File: config.mk
export PLATFORM = sky130hd
export DESIGN_NAME = psfb_ram
export DESIGN_NICKNAME = d
export VERILOG_FILES = /design/src/rtl/core/psfb_ram.sv
export SDC_FILE = /design/constraint.sdc
export NUM_CORES = 2
export LEC_CHECK = 0
export BUFFER_PORTS_ARGS = -buffer_cell sky130_fd_sc_hd__buf_2
export CAP_MARGIN = 0
export CORE_ASPECT_RATIO = 1.75
export CORE_MARGIN = 2
export CORE_UTILIZATION = 55
export DETAILED_ROUTE_END_ITERATION = 7
export PLACE_DENSITY = 0.74
export SLEW_MARGIN = 20
export SYNTH_ARGS = -nofsm -noshare
export SYNTH_HDL_FRONTEND = slang
export SYNTH_SLANG_ARGS = --single-unit
File: constraint.sdc
create_clock -name clk -period 6.7 [get_ports clk]
set_input_delay 1.005 -clock clk [delete_from_list [all_inputs] [get_ports clk]]
set_output_delay 1.005 -clock clk [all_outputs]
set_load 0.1 [all_outputs]
File: src/rtl/core/psfb_ram.sv
// generic single-port-write ram with registered read
`default_nettype none
module psfb_ram #(
    parameter int WIDTH = 32,
    parameter int DEPTH = 64
) (
    input  wire logic                     clk,
    input  wire logic                     we,
    input  wire logic [$clog2(DEPTH)-1:0] waddr,
    input  wire logic [WIDTH-1:0]         wdata,
    input  wire logic [$clog2(DEPTH)-1:0] raddr,
    output logic      [WIDTH-1:0]         rdata
);
    logic [WIDTH-1:0] mem [DEPTH];
    always_ff @(posedge clk)
    begin
        if (we)
        begin
            mem[waddr] <= wdata;
        end
        rdata <= mem[raddr];
    end
endmodule
`default_nettype wire

==> flow_summary_export.csv <==
group,metric,value,unit
setup_path,cp.arrival,4.28,ns
cts,cts_inserted_buffers,164,
finish,multiInputGateArea,15970,um^2
routing,via_per_inst,6.763,
routing,drc,0,
finish,fin_cells,5501,
worst_hold_path,worstHoldStart,"wdata[5]",
routing,drt_first_pass_iters,5,
power_and_ir_drop,p_int,0.02032,W
cts,cts_max_level,4,
floorplan,pin_count,78,
logic_synthesis,synth_common_cells,"edfxtp_1, mux4_2, nor2_1",
logic_synthesis,synth_top_area_share,78.33,%
routing,routed_wirelength,201500,um
power_and_ir_drop,power_density,295.5,nW/um^2
power_and_ir_drop,p_seq_share,55.9,%
cts,cts_hold_buffers,0,
placed_design,hpwl,109400,um
cts,clk_latency,0.79,ns
finish,syn2layout_area_growth,11.41,%
floorplan,start_util,55.31,%
cts,cts.sinks,2080,
timing,tightest_slew,1.064,ns
setup_path,cp.required,7.35,ns
cts,post-cts-setup-buffers,0,
logic_synthesis,synth.top_cells.by_area,"edfxtp_1, mux4_2, mux2i_1",
logic_synthesis,synthDistinctLibCells,34,
power_and_ir_drop,combPwrFrac,6.1,%
worst_hold_path,worstHoldEndpoint,"mem[25][5]",
finish,finalNetCount,3567,
logic_synthesis,syn_avg_cell_area,23.62,um^2
setup_path,worst-path-max-fanout,69,
logic_synthesis,syn_nets,3370,
timing,setup_tns,0,ns
logic_synthesis,synth_area,78520,um^2
timing,period_share,54.17,%
logic_synthesis,synth_warnings,0,
power_and_ir_drop,total_power,0.02585,W
cts,cts.clk_slew.worst_paths,0.07,ns
flow_run,max-cap-violations,0,
setup_path,critPathKind,"primary input to flip-flop",
grt,gr-total-overflow,0,
timing,setup_viol,0,
cts,root_buffer,"clkbuf_16",
grt,grt_pass1_vias,37960,
setup_path,start_kind,"primary input",
routing,ant_nets,0,
setup_path,crit_start,"raddr[1]",
grt,grt_start_max_net_pins,107,
grt,track_usage,28.19,%
placed_design,gp_congestion,0.8185,
finish,ff_latch_area,62140,um^2
routing,vias,37200,
grt,antenna_found_initial,18,
timing,fmax,0.2755,GHz
placed_design,dpl.cell_count,5204,
worst_hold_path,whs_path_depth,1,
logic_synthesis,synth-edff-count,2048,
floorplan,die_y,503.8,um
floorplan,die_w,289.6,um
power_and_ir_drop,p_switching,0.005531,W
logic_synthesis,yosys.cell_count.top_type,"edfxtp_1",
cts,cts_tree,"yes",
power_and_ir_drop,p_sw_share,21.40,%
setup_path,rr_worst_depth,4,
grt,grt_pass1_wl,282700,um
power_and_ir_drop,ir_worst_vdd,0.1990,mV
floorplan,die_area,145900,um^2
logic_synthesis,ys_ff_latch,2080,
timing,hold_slack,0.6333,ns
power_and_ir_drop,clkPwrFrac,38.0,%
setup_path,worstReg2RegEnd,"rdata[12]",
logic_synthesis,synth.largest_area_cell,"edfxtp_1",
timing,fin_skew,0.02343,ns
setup_path,worstSetupEndpointType,"flip-flop",
floorplan,placementRows,183,
finish,drive_above_1_share,29.17,%
floorplan,core_region_area,142000,um^2
logic_synthesis,ys.flop_type,"edfxtp_1",
setup_path,r2r-start,"mem[50][12]",
setup_path,worst-r2r-setup-slack,4.28,ns
timing,grt_setup_unrepaired,"no",
finish,fill_cells,9270,
placed_design,io_buffers,77,
status,status,"completed",
cts,cts_resized,0,
logic_synthesis,ys_seq_area_share,79.14,%
timing,fin_crit,3.629,ns
timing,hold_viol,0,
timing,slew_headroom,28.94,%
logic_synthesis,synth_cells,3324,
routing,drt_iter0_drc,5064,
power_and_ir_drop,p_leak,27.08,nW
logic_synthesis,async_flop_share,0,%
routing,avgRoutedWirePerCell,36.63,um
worst_hold_path,hold_class,"primary input to flip-flop",
timing,slew_violations,0,
cts,cts_buffer_depth,3,
-- kinds of logic (layout without fill, tap and decap cells) --
group / count (synthesis) / after routing / share of synthesized area, %
DFF: 2080 / 2080 / 79.14
muxes: 637 / 637 / 16.79
and+or+nand+nor: 223 / 223 / 1.265
AOI/OAI and AO/OA: 202 / 202 / 1.673
buffers and inverters: 182 / 499 / 1.128
other: 0 / 10 / 0
-- state kept, by name (all words and copies together) (netlist names) --
register and count:
mem 2048, rdata 32
-- per-layer routing --
| metal | global-route usage [%] | share of wire, % |
|---|---|---|
| met5 | 0 | 0.056 |
| met4 | 16.43 | 6.7 |
| met3 | 4.539 | 8.9 |
| met2 | 47.45 | 52 |
| met1 | 34.58 | 33 |
-- per-stage QoR --
step / util (%) / instance area, um^2 / setup slack (ns)
floorplan: - / 78520 / 2.535
global placement: 57.79 / 82040 / 2.261
detailed placement: 57.80 / 82060 / 2.250
CTS: 61.58 / 87420 / 3.081
global route: 61.60 / 87450 / 2.981
finish: 61.62 / 87470 / 3.071
-- cell usage in the layout (no fill, tap or decap), types with 3 or more instances in the layout --
master,count
a21oi_1,62
a22oi_1,12
a311oi_1,8
a41o_1,4
and3_1,4
buf_12,17
buf_2,69
buf_4,123
buf_8,3
bufinv_16,18
clkbuf_1,25
clkbuf_16,171
clkbuf_8,8
clkinv_1,25
clkinv_2,25
clkinvlp_4,6
dfxtp_1,32
diode_2,10
edfxtp_1,2048
inv_6,6
mux2i_1,93
mux4_2,544
nand2_1,26
nand2b_1,7
nand3_1,5
nand3b_1,5
nor2_1,75
nor2_4,62
nor2b_1,15
nor3_1,5
o221ai_1,27
o22ai_1,84
o32ai_1,4
or3_1,3
or3b_2,3
-- power groups by stage --
stage / Clock [W] / Sequential (W) / Combinational (W)
detailed placement: 0 / 0.0147 / 0.00157
floorplan: 0 / 0.0149 / 0.000701
finish: 0.00982 / 0.0145 / 0.00158
global route: 0.0103 / 0.0145 / 0.00163
CTS: 0.00989 / 0.0145 / 0.00158
global placement: 0 / 0.0147 / 0.00155
-- critical path, stage by stage --
cell and delay [ns]:
buf_8 0.40, buf_12 0.48, buf_4 0.55, mux4_2 0.40, mux4_2 0.48, o22ai_1 0.73
nor2_1 0.10
-- worst max-delay path by stage --
stage	endpoint	slack (ns)	cells after the start
floorplan	mem[48][0]	2.54	4
global placement	rdata[12]	2.26	7
detailed placement	rdata[12]	2.25	7
CTS	rdata[12]	3.08	7
global route	rdata[12]	2.98	7
finish	rdata[12]	3.07	7
-- cell type report --
class                   count  share of cell area (%)
repair buffers            213                   1.904
diodes                     10                 0.02861
multi-input cells        1062                   18.26
well taps                1850                   2.646
clock buffers             204                   5.125
clock inverters            82                  0.9999
flip-flops and latches   2080                   71.04
(Power assumes the default switching activity.)
